--- src/design/psu_pkg.sv ---
// ----------------------------------------------------------------------------
// psu_pkg
// types and constants shared by the septet unpacker modules
// ----------------------------------------------------------------------------
package psu_pkg;

    localparam int ByteWidth   = 8;
    localparam int SeptetWidth = 7;
    localparam int CountWidth  = 10;
    localparam int PhaseWidth  = 3;
    localparam int CarryWidth  = 6;

    localparam int MaxSeptets  = 1023;

    localparam logic [PhaseWidth-1:0] FirstPhase = 3'd1;
    localparam logic [PhaseWidth-1:0] LastPhase  = 3'd7;

    localparam int ResultDepth = 4;
    localparam int PtrWidth    = $clog2(ResultDepth);
    localparam int LevelWidth  = $clog2(ResultDepth + 1);

    typedef struct packed {
        logic [ByteWidth-1:0]  packed_byte;
        logic                  start_of_message;
        logic [CountWidth-1:0] septet_count;
    } in_item_t;

    typedef struct packed {
        logic [SeptetWidth-1:0] septet;
        logic                   last_of_item;
        logic                   end_of_message;
    } out_item_t;

    typedef struct packed {
        logic first;
        logic second;
    } push_t;

endpackage

--- src/design/psu_unpack.sv ---
// ----------------------------------------------------------------------------
// psu_unpack
// input register, message state, septet extraction: one byte per cycle if room
// ----------------------------------------------------------------------------
module psu_unpack #(
    parameter int MAX_SEPTETS = psu_pkg::MaxSeptets
) (
    input  logic                clk,
    input  logic                rst_n,
    input  logic                item_valid,
    output logic                item_ready,
    input  psu_pkg::in_item_t   item,
    input  logic                room,
    output psu_pkg::push_t      push,
    output psu_pkg::out_item_t  result_first,
    output psu_pkg::out_item_t  result_second
);

    logic                                in_valid_reg;
    logic                                in_valid_next;
    psu_pkg::in_item_t                   in_reg;
    logic [psu_pkg::PhaseWidth-1:0]      phase_reg;
    logic [psu_pkg::PhaseWidth-1:0]      phase_next;
    logic [psu_pkg::CarryWidth-1:0]      carry_reg;
    logic [psu_pkg::CarryWidth-1:0]      carry_next;
    logic [psu_pkg::CountWidth-1:0]      done_reg;
    logic [psu_pkg::CountWidth-1:0]      done_next;
    logic [psu_pkg::CountWidth-1:0]      target_reg;
    logic [psu_pkg::CountWidth-1:0]      target_next;

    logic                                consume;
    logic [psu_pkg::PhaseWidth-1:0]      phase_eff;
    logic [psu_pkg::CarryWidth-1:0]      carry_eff;
    logic [psu_pkg::CountWidth-1:0]      done_eff;
    logic [psu_pkg::CountWidth-1:0]      target_eff;
    logic [psu_pkg::CountWidth-1:0]      done_one;
    logic [psu_pkg::CountWidth-1:0]      done_two;
    logic                                active;
    logic                                reached_one;
    logic [13:0]                         carry_shift;
    logic [psu_pkg::ByteWidth-1:0]       byte_shift;
    logic [psu_pkg::ByteWidth-1:0]       low_mask;
    logic [psu_pkg::SeptetWidth-1:0]     septet_val;

    assign consume    = in_valid_reg && room;
    assign item_ready = !in_valid_reg || consume;

    always_comb
    begin
        in_valid_next = in_valid_reg;
        if (item_valid && item_ready)
        begin
            in_valid_next = 1'b1;
        end
        else if (consume)
        begin
            in_valid_next = 1'b0;
        end
    end

    // start of message overrides the held state before the byte is used
    always_comb
    begin
        phase_eff  = phase_reg;
        carry_eff  = carry_reg;
        done_eff   = done_reg;
        target_eff = target_reg;
        if (in_reg.start_of_message)
        begin
            phase_eff = psu_pkg::FirstPhase;
            carry_eff = '0;
            done_eff  = '0;
            if (int'(in_reg.septet_count) > MAX_SEPTETS)
            begin
                target_eff = psu_pkg::CountWidth'(MAX_SEPTETS);
            end
            else
            begin
                target_eff = in_reg.septet_count;
            end
        end
    end

    assign active      = done_eff < target_eff;
    assign done_one    = done_eff + psu_pkg::CountWidth'(1);
    assign done_two    = done_one + psu_pkg::CountWidth'(1);
    assign reached_one = done_one >= target_eff;

    assign carry_shift = 14'(carry_eff) << (4'd8 - {1'b0, phase_eff});
    assign byte_shift  = in_reg.packed_byte >> phase_eff;
    assign low_mask    = 8'((9'd1 << phase_eff) - 9'd1);
    assign septet_val  = carry_shift[psu_pkg::SeptetWidth-1:0]
                       | byte_shift[psu_pkg::SeptetWidth-1:0];

    always_comb
    begin
        phase_next    = phase_eff;
        carry_next    = carry_eff;
        done_next     = done_eff;
        target_next   = target_eff;
        push          = '0;
        result_first  = '{septet: septet_val, last_of_item: 1'b1, end_of_message: reached_one};
        result_second = '{septet: in_reg.packed_byte[psu_pkg::SeptetWidth-1:0],
                          last_of_item: 1'b1,
                          end_of_message: done_two >= target_eff};
        if (active)
        begin
            push.first = 1'b1;
            if (phase_eff == psu_pkg::LastPhase)
            begin
                result_first.last_of_item = reached_one;
                push.second               = !reached_one;
                done_next                 = reached_one ? done_one : done_two;
                carry_next                = '0;
                phase_next                = psu_pkg::FirstPhase;
            end
            else
            begin
                done_next  = done_one;
                carry_next = psu_pkg::CarryWidth'(in_reg.packed_byte & low_mask);
                phase_next = phase_eff + psu_pkg::PhaseWidth'(1);
            end
        end
        if (!consume)
        begin
            push = '0;
        end
    end

    always_ff @(posedge clk or negedge rst_n)
    begin
        if (!rst_n)
        begin
            in_valid_reg <= 1'b0;
            phase_reg    <= psu_pkg::FirstPhase;
            carry_reg    <= '0;
            done_reg     <= '0;
            target_reg   <= '0;
        end
        else
        begin
            in_valid_reg <= in_valid_next;
            if (consume)
            begin
                phase_reg  <= phase_next;
                carry_reg  <= carry_next;
                done_reg   <= done_next;
                target_reg <= target_next;
            end
        end
    end

    always_ff @(posedge clk)
    begin
        if (item_valid && item_ready)
        begin
            in_reg <= item;
        end
    end

endmodule

--- src/design/psu_result_queue.sv ---
// ----------------------------------------------------------------------------
// psu_result_queue
// small result queue taking up to two results per cycle, giving one
// ----------------------------------------------------------------------------
module psu_result_queue (
    input  logic                clk,
    input  logic                rst_n,
    input  psu_pkg::push_t      push,
    input  psu_pkg::out_item_t  result_first,
    input  psu_pkg::out_item_t  result_second,
    output logic                room,
    output logic                result_valid,
    input  logic                result_ready,
    output psu_pkg::out_item_t  result
);

    psu_pkg::out_item_t                  entry_reg [psu_pkg::ResultDepth];
    logic [psu_pkg::PtrWidth-1:0]        head_reg;
    logic [psu_pkg::PtrWidth-1:0]        head_next;
    logic [psu_pkg::PtrWidth-1:0]        tail_reg;
    logic [psu_pkg::PtrWidth-1:0]        tail_next;
    logic [psu_pkg::PtrWidth-1:0]        tail_plus;
    logic [psu_pkg::LevelWidth-1:0]      level_reg;
    logic [psu_pkg::LevelWidth-1:0]      level_next;
    logic                                pop;
    logic [psu_pkg::LevelWidth-1:0]      push_count;

    assign result_valid = level_reg != '0;
    assign result       = entry_reg[head_reg];
    assign pop          = result_valid && result_ready;
    assign room         = level_reg <= psu_pkg::LevelWidth'(psu_pkg::ResultDepth - 2);
    assign tail_plus    = tail_reg + psu_pkg::PtrWidth'(1);
    assign push_count   = psu_pkg::LevelWidth'(push.first) + psu_pkg::LevelWidth'(push.second);

    always_comb
    begin
        head_next  = pop ? head_reg + psu_pkg::PtrWidth'(1) : head_reg;
        tail_next  = tail_reg + psu_pkg::PtrWidth'(push_count);
        level_next = level_reg + push_count - psu_pkg::LevelWidth'(pop);
    end

    always_ff @(posedge clk or negedge rst_n)
    begin
        if (!rst_n)
        begin
            head_reg  <= '0;
            tail_reg  <= '0;
            level_reg <= '0;
        end
        else
        begin
            head_reg  <= head_next;
            tail_reg  <= tail_next;
            level_reg <= level_next;
        end
    end

    always_ff @(posedge clk)
    begin
        if (push.first)
        begin
            entry_reg[tail_reg] <= result_first;
        end
        if (push.second)
        begin
            entry_reg[tail_plus] <= result_second;
        end
    end

endmodule

--- src/design/packed_septet_unpacker_top.sv ---
// ----------------------------------------------------------------------------
// packed_septet_unpacker_top
// unpacks msb-first packed 7-bit characters, one septet per result
// ----------------------------------------------------------------------------
// One byte is taken per cycle while the four-entry result queue has room for
// two results; a byte's septets pass through the input register and the
// result queue on the way to the result port. Every seventh byte of a message
// gives two septets through the single port, so input can stall even with the
// result side always ready. Bytes outside an active message give no result.
module packed_septet_unpacker_top #(
    parameter int MAX_SEPTETS = psu_pkg::MaxSeptets
) (
    input  logic                clk,
    input  logic                rst_n,
    input  logic                item_valid,
    output logic                item_ready,
    input  psu_pkg::in_item_t   item,
    output logic                result_valid,
    input  logic                result_ready,
    output psu_pkg::out_item_t  result
);

    logic               room;
    psu_pkg::push_t     push;
    psu_pkg::out_item_t result_first;
    psu_pkg::out_item_t result_second;

    psu_unpack #(
        .MAX_SEPTETS (MAX_SEPTETS)
    ) u_unpack (
        .clk           (clk),
        .rst_n         (rst_n),
        .item_valid    (item_valid),
        .item_ready    (item_ready),
        .item          (item),
        .room          (room),
        .push          (push),
        .result_first  (result_first),
        .result_second (result_second)
    );

    psu_result_queue u_queue (
        .clk           (clk),
        .rst_n         (rst_n),
        .push          (push),
        .result_first  (result_first),
        .result_second (result_second),
        .room          (room),
        .result_valid  (result_valid),
        .result_ready  (result_ready),
        .result        (result)
    );

endmodule

--- config.mk ---
export PLATFORM = sky130hd
export DESIGN_NAME = packed_septet_unpacker_top
export DESIGN_NICKNAME = d
export VERILOG_FILES = /design/src/design/psu_pkg.sv /design/src/design/psu_unpack.sv /design/src/design/psu_result_queue.sv /design/src/design/packed_septet_unpacker_top.sv
export SDC_FILE = /design/constraint.sdc
export NUM_CORES = 1
export LEC_CHECK = 0
export BUFFER_PORTS_ARGS = -buffer_cell sky130_fd_sc_hd__buf_2
export CORE_MARGIN = 8
export CORE_UTILIZATION = 50
export CTS_BUF_LIST = sky130_fd_sc_hd__clkbuf_4 sky130_fd_sc_hd__clkbuf_8
export DETAILED_ROUTE_END_ITERATION = 8
export HOLD_SLACK_MARGIN = 0.12
export PLACE_DENSITY_LB_ADDON = 0.12
export SLEW_MARGIN = 20
export SYNTH_ARGS = -nofsm -noshare
export SYNTH_HDL_FRONTEND = slang
export SYNTH_SLANG_ARGS = --single-unit
--- constraint.sdc ---
create_clock -name clk -period 5.7 [get_ports clk]
set_input_delay 1.14 -clock clk [delete_from_list [all_inputs] [get_ports clk]]
set_output_delay 1.14 -clock clk [all_outputs]
set_load 0.01 [all_outputs]
# Word-level counts from Yosys, hierarchy flattened
# Memory sizes are Yosys's and may differ from the RTL's.
# Index checks and enable logic that the tools add are counted.
[totals] mem_bits_rw=36 latch_bits=0 mem_count=1 mem_bits_ro=0 ff_bits=56
[memory_table] memory="u_queue.entry_reg" words=4 width=9 read_ports=1 rd_ports_with_merged_regs=0 wr=2 line="psu_result_queue.sv:17" source="psu_pkg::out_item_t entry_reg [psu_pkg::ResultDepth];"
[classes] n_addsub=11 reduce_logical=8 n_div=0 magnitude_cmp=4 n_bitwise=2 n_shift=3 mul=0 eq_ne=1 muxes=22
[ops] op="$mux 10" n=5
[ops] op="$add 10x1->10 const B" n=2
[ops] op="$ge 10x10->1" n=2
[ops] op="$mux 6" n=3
[ops] op="$lt 10x10->1" n=1
[ops] op="$mux 1" n=9
[ops] op="$mux 3" n=3
[ops] op="$shr 8x3->7" n=1
[ops] op="$or 7x7->7" n=1
[ops] op="$shl 6x4->7" n=1
[ops] op="$and 6x6->6" n=1
[ops] op="$shl 1x3->6 const A" n=1
[ops] op="$sub 6x1->6 const B" n=1
[ops] op="$add 2x1->2 const B" n=2
[ops] op="$mux 2" n=2
[ops] op="$sub 4x3->4 const A" n=1
[ops] op="$add 3x1->3 const B" n=1
[ops] op="$add 3x3->3" n=1
[ops] op="$eq 3x3->1 const B" n=1
[ops] op="$le 3x2->1 const B" n=1
[ops] op="$logic_and 1x1->1" n=3
[ops] op="$reduce_bool 3->1" n=1
[ops] op="$sub 3x1->3" n=1
[ops] op="$add 1x1->2" n=1
[ops] op="4 further kinds" n=5

# Longest topological paths before layout
# Gate-level depths: netlist of run 1.
[depth] depth_word=10 ltp_mapped=22

# Cells and area by module
# Synthesis of run 1 repeated with hierarchy kept, for this count alone.
[hier_totals] hier_cells=523 area_unflattened_um2=5997.0
[by_module_without_submodules] mod="psu_unpack" instances=1 area_each_um2=3771.1 cells_each=396 seq_area_each_um2=1322.5
[by_module_without_submodules] mod="psu_result_queue" instances=1 area_each_um2=2225.9 cells_each=127 seq_area_each_um2=1256.2

# Worst setup path before layout of run 1
# No wires, ideal clock.
[synth_timing] path_type="reg2reg" start="reg u_unpack.in_reg[10] in the netlist's numbering" end="reg u_queue.level_reg[2] in the netlist's numbering" t_arrival_ns=4.457 setup_ns=0.123 stages_incl_launch_ff=23 path_slack_ns=1.120 period_less_slack_ns=4.580 cell_sequence="edfxtp_1 > buf_6 > buf_8 > buf_2 > buf_2 > nor2b_1 > ha_1 > buf_2 > and3_1 > mux2i_1 > inv_2 > ha_1 > a21oi_1 > a21o_1 > a31oi_4 > nor4_4 > buf_4 > ha_1 > inv_1 > ha_1 > fa_1 > xor2_1 > xnor2_1"
[synth_via] elab_chain_cells=10 word_cells_on_any_way=14
[synth_lines] element="start: declaration" line="psu_unpack.sv:21" source="psu_pkg::in_item_t in_reg;"
[synth_lines] element="start signal: assignment" line="psu_unpack.sv:157" source="in_reg <= item;"
[synth_lines] element="$mux 10" line="psu_unpack.sv:68" source="if (in_reg.start_of_message)"
[synth_lines] element="$add 10x1->10" line="psu_unpack.sv:85" source="assign done_one = done_eff + psu_pkg::CountWidth'(1);"
[synth_lines] element="$ge 10x10->1" line="psu_unpack.sv:87" source="assign reached_one = done_one >= target_eff;"
[synth_lines] element="$logic_not 1->1" line="psu_unpack.sv:112" source="push.second = !reached_one;"
[synth_lines] element="$mux 1" line="psu_unpack.sv:109" source="if (phase_eff == psu_pkg::LastPhase)"
[synth_lines] element="$mux 2 (*)" line="psu_unpack.sv:106" source="if (active)"
[synth_lines] element="$mux 2 (*)" line="psu_unpack.sv:124" source="if (!consume)"
[synth_lines] element="$add 1x1->2 (*)" line="psu_result_queue.sv:33" source="assign push_count = psu_pkg::LevelWidth'(push.first) + psu_pkg::LevelWidth'(push.second);"
[synth_lines] element="$add 3x3->3 (*)" line="psu_result_queue.sv:39" source="level_next = level_reg + push_count - psu_pkg::LevelWidth'(pop);"
[synth_lines] element="$sub 3x1->3 (*)" line="psu_result_queue.sv:39"
[synth_lines] element="named net u_queue.level_next (one bit)" line="psu_result_queue.sv:24" source="logic [psu_pkg::LevelWidth-1:0] level_next;"
[synth_lines] element="end signal: assignment" line="psu_result_queue.sv:54" source="level_reg <= level_next;"
[synth_lines] element="end: declaration" line="psu_result_queue.sv:23" source="logic [psu_pkg::LevelWidth-1:0] level_reg;"
# The timed path passes the listed nets; every way through them passes the cells marked *.
# A chain may end at the register's enable or synchronous reset.

==> results of run 1 <==
[worst max-delay path by stage]
| stage | from | endpoint | depth (start not counted) |
|---|---|---|---|
| after floorplan | u_unpack.in_reg[10] | u_queue.level_reg[2] | 22 |
| after global placement | u_unpack.in_reg[10] | u_queue.level_reg[2] | 16 |
| after detailed placement | u_unpack.in_reg[10] | u_queue.entry_reg[0][4] | 13 |
| after CTS | u_unpack.in_reg[10] | u_queue.entry_reg[0][3] | 13 |
| after global routing | u_unpack.in_reg[10] | u_queue.entry_reg[0][3] | 13 |
| final | u_unpack.in_reg[10] | u_queue.entry_reg[0][3] | 13 |
[power groups by stage]
stage / Clock [mW] / Combinational, mW / Sequential [mW]
2_1_floorplan: 0 / 1.25 / 1.02
3_3_place_gp: 0 / 1.47 / 1.18
3_5_place_dp: 0 / 1.50 / 1.19
4_1_cts: 0.426 / 1.51 / 1.18
5_1_grt: 0.451 / 1.68 / 1.21
6_report: 0.413 / 1.51 / 1.18
[worst max-delay path, stage by stage (launching register included)]
cell      delay [ps]
edfxtp_1         590
nor2b_1          410
ha_1             480
nand3_1          260
xnor2_4          230
ha_1             230
a21o_1           190
a21o_1           170
a21oi_1          250
nand2_1          150
buf_4            220
nor2_4           290
nand3_1          120
a21oi_1          790
[stage by stage]
stage / util / cell area, µm²
after CTS: 0.5473 / 6601
final: 0.5473 / 6601
after global routing: 0.5473 / 6601
after detailed placement: 0.5324 / 6421
after floorplan: - / 6178
after global placement: 0.5324 / 6421
[synthesized netlist by cell type (all sizes together) (4+ instances only)]
cell type / n / area share
inv: 23 / 0.014
clkbuf: 15 / 0.0091
nor4: 7 / 0.014
a31oi: 10 / 0.014
nor2b: 14 / 0.015
nand3: 16 / 0.017
or3: 6 / 0.0061
o31ai: 5 / 0.0061
nand2: 58 / 0.036
nand2b: 5 / 0.0063
a211oi: 4 / 0.0057
a32o: 6 / 0.0097
dfrtp: 36 / 0.15
nand4: 11 / 0.012
edfxtp: 51 / 0.25
xnor2: 20 / 0.031
ha: 40 / 0.081
mux2i: 20 / 0.033
nor2: 37 / 0.024
a21o: 5 / 0.0061
o21ai: 43 / 0.036
buf: 24 / 0.023
and2: 10 / 0.010
mux2: 5 / 0.0091
nor3: 16 / 0.014
mux4: 14 / 0.051
a21oi: 28 / 0.025
xor2: 9 / 0.013
dfxtp: 4 / 0.013
[cell type report]
cell class	count	area (µm²)	share of cell area
clock inverter	6	48.80	0.007392
timing repair buffer	42	232.7	0.03525
multi-input combinational	436	3351	0.5076
sequential	92	2539	0.3846
inverter	23	88.84	0.01346
tap	168	210.2	0.03184
clock buffer	10	131.4	0.01990
[cell families (layout without fill, tap and decap cells)]
group | Yosys count | in the layout
flops | 92 | 92
buf+inv | 62 | 81
mux | 39 | 39
compound gates | 130 | 130
simple gates | 197 | 197
fa+ha+maj | 41 | 41
xor+xnor | 29 | 29
[placed cells by master, fill, tap and decap left out, drive strengths merged, types with 6 or more instances in the layout]
master and instances:
o21ai 43, nand2 58, edfxtp 51, and2 10
xnor2 20, mux2i 20, a32o 6, inv 25
buf 42, ha 40, nor4 7, or3 6
dfrtp 36, nor2b 14, clkbuf 10, xor2 9
nor2 37, mux4 14, nand3 16, nor3 16
a21oi 28, a31oi 10, nand4 11
[layer usage]
layer / vias to the layer above / routed length [µm] / share of wire
met5: - / 0 / 0
met4: 0 / 200 / 0.014
met3: 17 / 892 / 0.061
met2: 150 / 6585 / 0.45
met1: 2213 / 6992 / 0.48
li1: 2212 / - / -
==> impl_results.md, run 1 <==
- Run status: completed
- IO Port Bufs: 33
- Final Hold Fails: 0
- Largest net degree at the start of global routing: 42
- VDD IR-drop max: 245.2 µV
- Syn_nets: 654
- Die area: 16,170 µm²
- Synth warn: 0
- Max reg flops: 36
- Crit path capture type: flip-flop
- Worst Path Max Fanout: 13
- Remaining DRCs: 0
- CP required: 5710 ps
- CORE AREA: 12,060 µm²
- CTS clk-pin slew, worst paths: 100 ps
- Clk sinks: 92
- Hold Buf Count CTS: 0
- Comb pwr share: 0.487
- Critical Path AT: 4770 ps
- Skew final: 13.78 ps
- Synth Area in Simple Gates: 0.1782
- 1st-iter DRT viols: 327
- Final cycle utilization of the critical path: 0.8347
- Power share of the sequential group: 0.380
- Synthesized area per cell: 10.47 µm²
- Unrepaired setup endpoints after global routing: false
- Multiplexer area fraction after synthesis: 0.09316
- Clock share of power: 0.133
- Hold WC Path Type: flip-flop to flip-flop
- GR Util All Layers: 0.1897
- Worst R2R Start: u_unpack.in_reg[10]
- Via count: 4,592
- Setup TNS: 0 ps
- #FFs+latches synth: 92
- Clock root buffer: clkbuf_8
- Final setup viols: 0
- Part of the Yosys area used for sequential elements: 0.4109
- Post-CTS setup buffer count: 0
- Detail Placement HPWL: 10,690 µm
- P per Cell Area: 469.4 nW/µm²
- Post_cts resized: 0
- Most used DFF post-synth: edfxtp_1
- Worst slew pin tran: 947.3 ps
- Worst Hold End: u_queue.entry_reg[3][1]
- Remaining antenna violation count: 0
- R2R depth: 13
- First-pass GRT wire length: 24,110 µm
- Rows: 40
- R2r setup slk: 940 ps
- # nets final: 668
- Max Slew Vio Count: 0
- Synth Instances: 590
- # diodes: 0
- Worst skew pair latency: 380 ps
- Worst rel slew slack: 0.3685
- Initial antenna violation count: 0
- Global routing's busiest layer: met2
- Compound-gate portion of the synthesized area: 0.1426
- WL final: 14,670 µm
- Vias in the first global route: 4,437
- Max-cap violations: 0
- Non-filler cells, final: 777
- Final min period: 4758 ps
- M3 GR Usage: 0.04409
- Number of buffers created by CTS: 9
- I/O pin count: 34
- H-tree depth: 3
- Remaining global-route overflow: 0
- Netlist cell types: 82
- Area Overhead vs Synth: 6.845%
- Post-synth EDFFs: 51
- Initial Util: 0.5122
- CTS tree: built
- Cell Area, Synth: 6178 µm²
- Fin Hold WS: 469.8 ps
- Ys async rst share: 0.4022
- Final WS setup: 942.3 ps
- Largest family of logic cells by synthesized area: simple AND/OR/NAND/NOR gates
- Dpl cells: 761
- Leakage: 2.565 nW
- P_int: 1.710 mW
- Setup crit start kind: flip-flop
- Final Power: 3.099 mW
- Met2 Use GR: 0.2872
- Synth Area in XOR/XNOR: 0.04415
- Wirelength per Cell: 18.88 µm
- Origin of the worst min-delay path: u_queue.entry_reg[3][1]
- Fillers: 1,071
- Die Wd: 127.2 µm
- Sw Pwr: 1.389 mW
- Max Clk Rate: 210.2 MHz
- Met1 Resource Use GR: 0.2660
- Fraction of layout cells with a size suffix above 1: 0.1741
- DR vias/cell: 5.910
- Drt pass-1 iters: 5
- Sw Share: 0.4481
- CTS max path bufs: 2
- DP Worst Slack: 984.1 ps
- Synth Area in Adders: 0.08424
- Worst hold path depth: 1
- R2r endpoint: u_queue.entry_reg[0][3]
- WS Path Type: flip-flop to flip-flop
- Die Span Y: 127.2 µm
- RePlAce Congestion: 0.8771
Power figures use the tool's default switching activity.
==> inputs of run 2 (changes only) <==
--- a/config.mk
+++ b/config.mk
@@ -5,6 +5,7 @@
 export SDC_FILE = /design/constraint.sdc
 export NUM_CORES = 1
 export LEC_CHECK = 0
+export ABC_AREA = 1
 export BUFFER_PORTS_ARGS = -buffer_cell sky130_fd_sc_hd__buf_2
 export CORE_MARGIN = 8
 export CORE_UTILIZATION = 50
==> constraint.sdc (replaced) <==
create_clock -name clk -period 3.99 [get_ports clk]
set_input_delay 0.798 -clock clk [delete_from_list [all_inputs] [get_ports clk]]
set_output_delay 0.798 -clock clk [all_outputs]
set_load 0.01 [all_outputs]
==> run 2 against run 1 <==
Count of clock-buffer cells in the layout unchanged. Final cell count up 25%. Sequential power grew 35%. Clock skew is 5.5 ps lower. Largest cell class unchanged. Highest routed layer unchanged.
==> impl_results.md, run 2 <==
- Worst path bufs/invs: 6 (+5)
- Die area: 15,650 µm² (-3.2%)
- DR vias/cell: 5.449 (-7.8%)
- Initial Util: 0.5040 (-0.008215)
- Cell Area, Synth: 5953 µm² (-3.6%)
- Via count: 5,286 (+15%)
- Max-cap violations: 0 (unchanged)
- Multiplexer area fraction after synthesis: 0.01177 (-0.08139)
- Post-synth EDFFs: 51 (unchanged)
- CORE AREA: 11,810 µm² (-2.1%)
- Top cells by count, synth: 177 x nand2_1, 86 x inv_1, 86 x nor2_1
- DP Worst Slack: 233.3 ps (-750.9 ps)
- Routed length on met2: 7401 µm (+12%)
- Worst skew pair latency: 380 ps (about the same)
- Fraction of layout cells with a size suffix above 1: 0.1373 (-0.03675)
- Clk sinks: 92 (unchanged)
- RePlAce Congestion: 0.9222 (+5.1%)
- Number of buffers created by CTS: 9 (unchanged)
- Final min period: 3722 ps (-1035 ps)
- WL final: 15,250 µm (+3.9%)
- Final Hold Fails: 0 (unchanged)
- Largest net degree at the start of global routing: 38 (-9.5%)
- CTS clk-pin slew, worst paths: 90 ps (about the same)
- Final WS setup: 267.8 ps (-674.5 ps)
- Final setup viols: 0 (unchanged)
- #FFs+latches synth: 92 (unchanged)
- Max reg flops: 36 (unchanged)
- Top sig layer: met4
- Count leader, synth: nand2_1
- Hold Buf Count CTS: 0 (unchanged)
- WS Path Type: flip-flop to flip-flop
- Yosys top cell by area: edfxtp_1
- Wire length on met1: 6722 µm (-3.9%)
- Most used DFF post-synth: edfxtp_1
- Die Span Y: 125.1 µm (-1.6%)
- CTS max path bufs: 2 (unchanged)
- Synth Area in XOR/XNOR: 0.01618 (-0.02796)
- Fillers: 1,091 (+1.9%)
- Synth area leaders: edfxtp_1 26%, dfrtp_1 15%, nand2_1 11%
- Syn_nets: 824 (+26%)
- Remaining antenna violation count: 0 (unchanged)
- Leading cell types in the layout, fill and taps excluded: 177 x nand2_1, 84 x inv_1, 82 x nor2_1
- Remaining DRCs: 0 (unchanged)
- Worst rel slew slack: 0.4081 (+0.03964)
- Synth Area in Simple Gates: 0.2303 (+0.05214)
- Initial antenna violation count: 0 (unchanged)
- Rows: 40 (unchanged)
- CTS tree: built
- Netlist cell types: 43 (-48%)
- IO Port Bufs: 33 (unchanged)
- Area Overhead vs Synth: 13.58%
- Final Util: 0.5725 (+0.02516)
- Largest family of logic cells by synthesized area: simple AND/OR/NAND/NOR gates
- VDD IR-drop max: 313.1 µV (+28%)
- CP required: 4300 ps (-1410 ps)
- Drt pass-1 iters: 5 (unchanged)
- Clock root buffer: clkbuf_8
- Largest delay share family, worst path: adder cells
- Cell Chain, Critical Path: buf_8, buf_12, buf_4, mux2i_1, ha_1, nand2_1, inv_1, nand4_1, nor3_1, nor2_4, nand2_4, inv_2, ha_1, inv_1, ha_1, fa_1, xnor2_1, xor2_1
- Most common cell after layout, fill and taps aside: nand2_1
- Vias in the first global route: 5,206 (+17%)
- # nets final: 882 (+32%)
- Wirelength per Cell: 15.72 µm (-17%)
- Most common cell on crit path: ha_1
- I/O pin count: 34 (unchanged)
- Compound-gate portion of the synthesized area: 0.1505 (+0.007916)
- Max Slew Vio Count: 0 (unchanged)
- Die Wd: 125.1 µm (-1.6%)
- Detail Placement HPWL: 11,430 µm (+6.9%)
- Part of the Yosys area used for sequential elements: 0.4264 (+0.01554)
- Synthesized area per cell: 7.833 µm² (-25%)
- Max stage delay on crit path: 540 ps (-250 ps)
- CP max-delay cell: edfxtp_1
- Remaining global-route overflow: 0 (unchanged)
- First-pass GRT wire length: 25,330 µm (+5.1%)
- Synth warn: 0 (unchanged)
- Max Clk Rate: 268.7 MHz (+28%)
- Setup crit start kind: flip-flop
- Final cycle utilization of the critical path: 0.9329 (+0.09820)
- Crit path capture type: flip-flop
- Synth Area in Adders: 0.08743 (+0.003187)
- H-tree depth: 3 (unchanged)
- Hold WC Path Type: flip-flop to flip-flop
- Skew final: 8.286 ps (-5.490 ps)
- # diodes: 0 (unchanged)
- Synth Instances: 760 (+29%)
- Metal3 WL: 739 µm (-17%)
- P per Cell Area: 803.7 nW/µm² (+71%)
- Run status: completed
- Critical Path AT: 4030 ps (-740 ps)
- Ys async rst share: 0.4022 (unchanged)
- Worst slew pin tran: 887.8 ps (-59.45 ps)
- 1st-iter DRT viols: 459 (+40%)
- Post-synth top area share: 0.2573 (+0.009377)
- Leakage: 3.145 nW (+23%)
- Worst Path Max Fanout: 8 (-5)
- GR Util All Layers: 0.1995 (+0.009806)
run 2: changes by cell type in the layout (fill, tap and decap cells not counted), sizes merged, moves of 10 or more:
cell | before | now
nand3 | 16 | 29
mux4 | 14 | 0
a31oi | 10 | 0
nand2 | 58 | 183
buf | 42 | 68
nor2 | 37 | 90
mux2i | 20 | 7
and2 | 10 | 0
o22ai | 2 | 19
inv | 25 | 92
xnor2 | 20 | 4
nor2b | 14 | 0
o21ai | 43 | 99
run 2: cell type report:
cell class              count  area [µm²]  area share
well taps                 147       183.9     0.02720
repair inverters            1       7.507    0.001110
clock buffers              10       131.4     0.01943
clock inverters             6       111.4     0.01647
repair buffers             68       447.9     0.06625
flip-flops and latches     92        2539      0.3755
multi-input cells         550        2978      0.4404
inverters                  96       362.8     0.05366
run 2: through the flow:
stage / setup TNS [ps] / hold slack [ps] / cells / instance area, µm² / power (mW)
after global placement: 0 / 458.3 / 943 / 6394 / 4.520
final: 0 / 487.2 / 970 / 6761 / 5.434
after detailed placement: 0 / 462.9 / 943 / 6394 / 4.596
after CTS: 0 / 484.2 / 959 / 6636 / 5.374
after floorplan: 0 / 430.2 / 760 / 5953 / 3.687
after global routing: -35.99 / 525.1 / 970 / 6761 / 5.940
run 2: timing repair:
action,CTS,global route
setup buffers,0,10
gates resized for setup,0,12
setup endpoints to repair,0,5
endpoints found under the hold margin,0,0
run 2: tightest hold or removal path, stage by stage, from the launching register on:
cell     delay [ps]
dfrtp_1         350
nand2_1          50
nand2_1          60
run 2: kinds of logic after synthesis:
group / after synthesis
compound gates: 165
xor+xnor: 11
fa+ha+maj: 41
buf+inv: 118
flops: 92
mux: 7
simple gates: 326
run 2: routing by layer:
layer,vias to the layer above,GRT usage
met4,0,0.09097
met2,151,0.3439
met3,24,0.03060
met1,2455,0.2411
li1,2656,-
met5,-,0
run 2: worst paths after layout:
| check | from | to | slack (ps) | cells after the start |
|---|---|---|---|---|
| setup / recovery | u_unpack.in_reg[10] | u_queue.level_reg[2] | 270 | 18 |
| hold / removal | u_unpack.carry_reg[3] | u_unpack.carry_reg[3] | 490 | 2 |
| setup reg to reg | u_unpack.in_reg[10] | u_queue.level_reg[2] | 270 | 18 |
| hold reg to reg | u_unpack.carry_reg[3] | u_unpack.carry_reg[3] | 490 | 2 |
| max in group asynchronous | rst_n | u_unpack.carry_reg[5] | 2900 | 1 |
| min in group asynchronous | rst_n | u_queue.head_reg[0] | 530 | 1 |
run 2: power breakdown:
| group | switching, mW | internal (mW) |
|---|---|---|
| registers | 0.207 | 1.39 |
| logic | 2.01 | 1.06 |
| clock network | 0.345 | 0.424 |
| total | 2.56 | 2.87 |
==> inputs of run 3 (changes only) <==
--- a/config.mk
+++ b/config.mk
@@ -9,10 +9,10 @@
 export BUFFER_PORTS_ARGS = -buffer_cell sky130_fd_sc_hd__buf_2
 export CORE_MARGIN = 8
 export CORE_UTILIZATION = 50
-export CTS_BUF_LIST = sky130_fd_sc_hd__clkbuf_4 sky130_fd_sc_hd__clkbuf_8
 export DETAILED_ROUTE_END_ITERATION = 8
 export HOLD_SLACK_MARGIN = 0.12
 export PLACE_DENSITY_LB_ADDON = 0.12
+export SETUP_SLACK_MARGIN = 0.02
 export SLEW_MARGIN = 20
 export SYNTH_ARGS = -nofsm -noshare
 export SYNTH_HDL_FRONTEND = slang
==> run 3 against run 2 <==
Final area up 1.4%. Die area stayed put. Core utilization up 0.83 points. Largest cell class unchanged. Largest power group unchanged.
==> impl_results.md, run 3 (same netlist as run 2, synthesis figures left out) <==
- Area Overhead vs Synth: 15.22%
- Final Hold Fails: 0 (unchanged)
- Number of buffers created by CTS: 9 (unchanged)
- Dpl cells: 943 (unchanged)
- CTS tree: built
- 1st-iter DRT viols: 373 (-19%)
- Origin of the worst min-delay path: u_unpack.carry_reg[3]
- Remaining DRCs: 0 (unchanged)
- Setup crit start kind: flip-flop
- # nets final: 882 (unchanged)
- Initial antenna violation count: 0 (unchanged)
- Max-cap violations: 0 (unchanged)
- Most common cell after layout, fill and taps aside: nand2_1
- Critical Path Source: u_unpack.in_reg[10]
- Placed Area: 6394 µm² (unchanged)
- Run status: completed
- Skew final: 5.917 ps (-2.369 ps)
- Crit path capture type: flip-flop
- Initial Util: 0.5040 (unchanged)
- Rows: 40 (unchanged)
- CTS max path bufs: 2 (unchanged)
- Die Wd: 125.1 µm (unchanged)
- First-pass GRT wire length: 25,440 µm (+0.44%)
- Leading cell types in the layout, fill and taps excluded: 177 x nand2_1, 83 x inv_1, 82 x nor2_1
- Largest net degree at the start of global routing: 38 (unchanged)
- P per Cell Area: 825.4 nW/µm² (+2.7%)
- Drt pass-1 iters: 5 (unchanged)
- GR Util All Layers: 0.2001 (+0.0005452)
- Die area: 15,650 µm² (unchanged)
- Worst skew pair latency: 350 ps (-30 ps)
- WS Path Type: flip-flop to flip-flop
- Fin Hold WS: 482.2 ps (-4.968 ps)
- CP required: 4220 ps (-80 ps)
- Hold WC Path Type: flip-flop to flip-flop
- Wirelength per Cell: 15.93 µm (+1.4%)
- I/O pin count: 34 (unchanged)
- Max Slew Vio Count: 0 (unchanged)
- Final min period: 3711 ps (-11.39 ps)
- VDD IR-drop max: 314.6 µV (+0.49%)
- DR vias/cell: 5.442 (-0.13%)
- DP Worst Slack: 233.3 ps (unchanged)
- WL final: 15,450 µm (+1.4%)
- RePlAce Congestion: 0.9222 (unchanged)
- Worst Path Max Fanout: 8 (unchanged)
- IO Port Bufs: 33 (unchanged)
- Worst R2R Start: u_unpack.in_reg[10]
- Final instance area: 6859 µm² (+1.4%)
- Final cycle utilization of the critical path: 0.9300 (-0.002855)
- Leakage: 3.186 nW (+1.3%)
- Clock root buffer: clkbuf_16
- Fraction of layout cells with a size suffix above 1: 0.1373 (unchanged)
- CORE AREA: 11,810 µm² (unchanged)
- Final Power: 5.661 mW (+4.2%)
- Final Util: 0.5807 (+0.008262)
- Clk sinks: 92 (unchanged)
- Vias in the first global route: 5,222 (+0.31%)
- Setup TNS: 0 ps (unchanged)
- Non-filler cells, final: 970 (unchanged)
- Remaining global-route overflow: 0 (unchanged)
- Worst rel slew slack: 0.4100 (+0.001908)
- Detail Placement HPWL: 11,430 µm (unchanged)
- Die Span Y: 125.1 µm (unchanged)
- Max reg flops: 36 (unchanged)
- Max Clk Rate: 269.5 MHz (+0.31%)
- # diodes: 0 (unchanged)
- Final setup viols: 0 (unchanged)
- H-tree depth: 3 (unchanged)
- Via count: 5,279 (-0.13%)
- Remaining antenna violation count: 0 (unchanged)
- Final WS setup: 279.1 ps (+11.39 ps)
- CTS clk-pin slew, worst paths: 70 ps (-20 ps)
- Worst slew pin tran: 885.0 ps (-2.863 ps)
- Critical Path AT: 3940 ps (-90 ps)
- Hold Buf Count CTS: 0 (unchanged)
==> run 3: worst max-delay path, cell delays in order, from the launching register on <==
cell      delay [ps]
edfxtp_1         530
buf_8            200
buf_12           130
buf_4            120
mux2i_1          120
ha_1             280
nand2_1           70
inv_1             90
nand4_1          130
nor3_1           390
nor2_4            90
nand2_4          120
inv_2             70
ha_1             170
inv_1             80
ha_1             260
fa_1             450
xnor2_1          140
xor2_1           140
==> run 3: final cells by class <==
| class | count | area (µm²) |
|---|---|---|
| Clock inverter | 6 | 111.4 |
| Tap cell | 147 | 183.9 |
| Inverter | 96 | 362.8 |
| Fill cell | 1078 | 4952 |
| Timing Repair Buffer | 68 | 447.9 |
| Sequential cell | 92 | 2539 |
| Timing Repair inverter | 1 | 7.507 |
| Clock buffer | 10 | 229.0 |
| Multi-Input combinational cell | 550 | 2978 |
==> run 3: timing repair <==
item                       4_1_cts  5_1_grt
setup buffers                    0       10
setup endpoints to repair        0        5
hold endpoints to repair         0        0
gates resized for setup          0       13
==> run 3: path summary, 6_finish.rpt <==
check	to	slack (ps)	depth (start not counted)
setup / recovery	u_queue.level_reg[2]	280	18
hold / removal	u_unpack.carry_reg[3]	480	2
setup reg to reg	u_queue.level_reg[2]	280	18
hold reg to reg	u_unpack.carry_reg[3]	480	2
max in group asynchronous	u_unpack.carry_reg[0]	2860	1
min in group asynchronous	u_queue.head_reg[0]	570	1
==> run 3: where the power goes <==
part | internal, mW | switching, mW | total, mW
clock network | 0.614 | 0.374 | 0.988
registers | 1.39 | 0.208 | 1.60
logic | 1.06 | 2.01 | 3.08
total | 3.06 | 2.60 | 5.66
==> run 3: layer usage <==
layer | global-route usage | vias up | part of all wire
met5 | 0 | - | 0
met4 | 0.08453 | 0 | 0.025
met3 | 0.03187 | 27 | 0.051
met2 | 0.3493 | 161 | 0.49
met1 | 0.2397 | 2424 | 0.43
li1 | - | 2667 | -
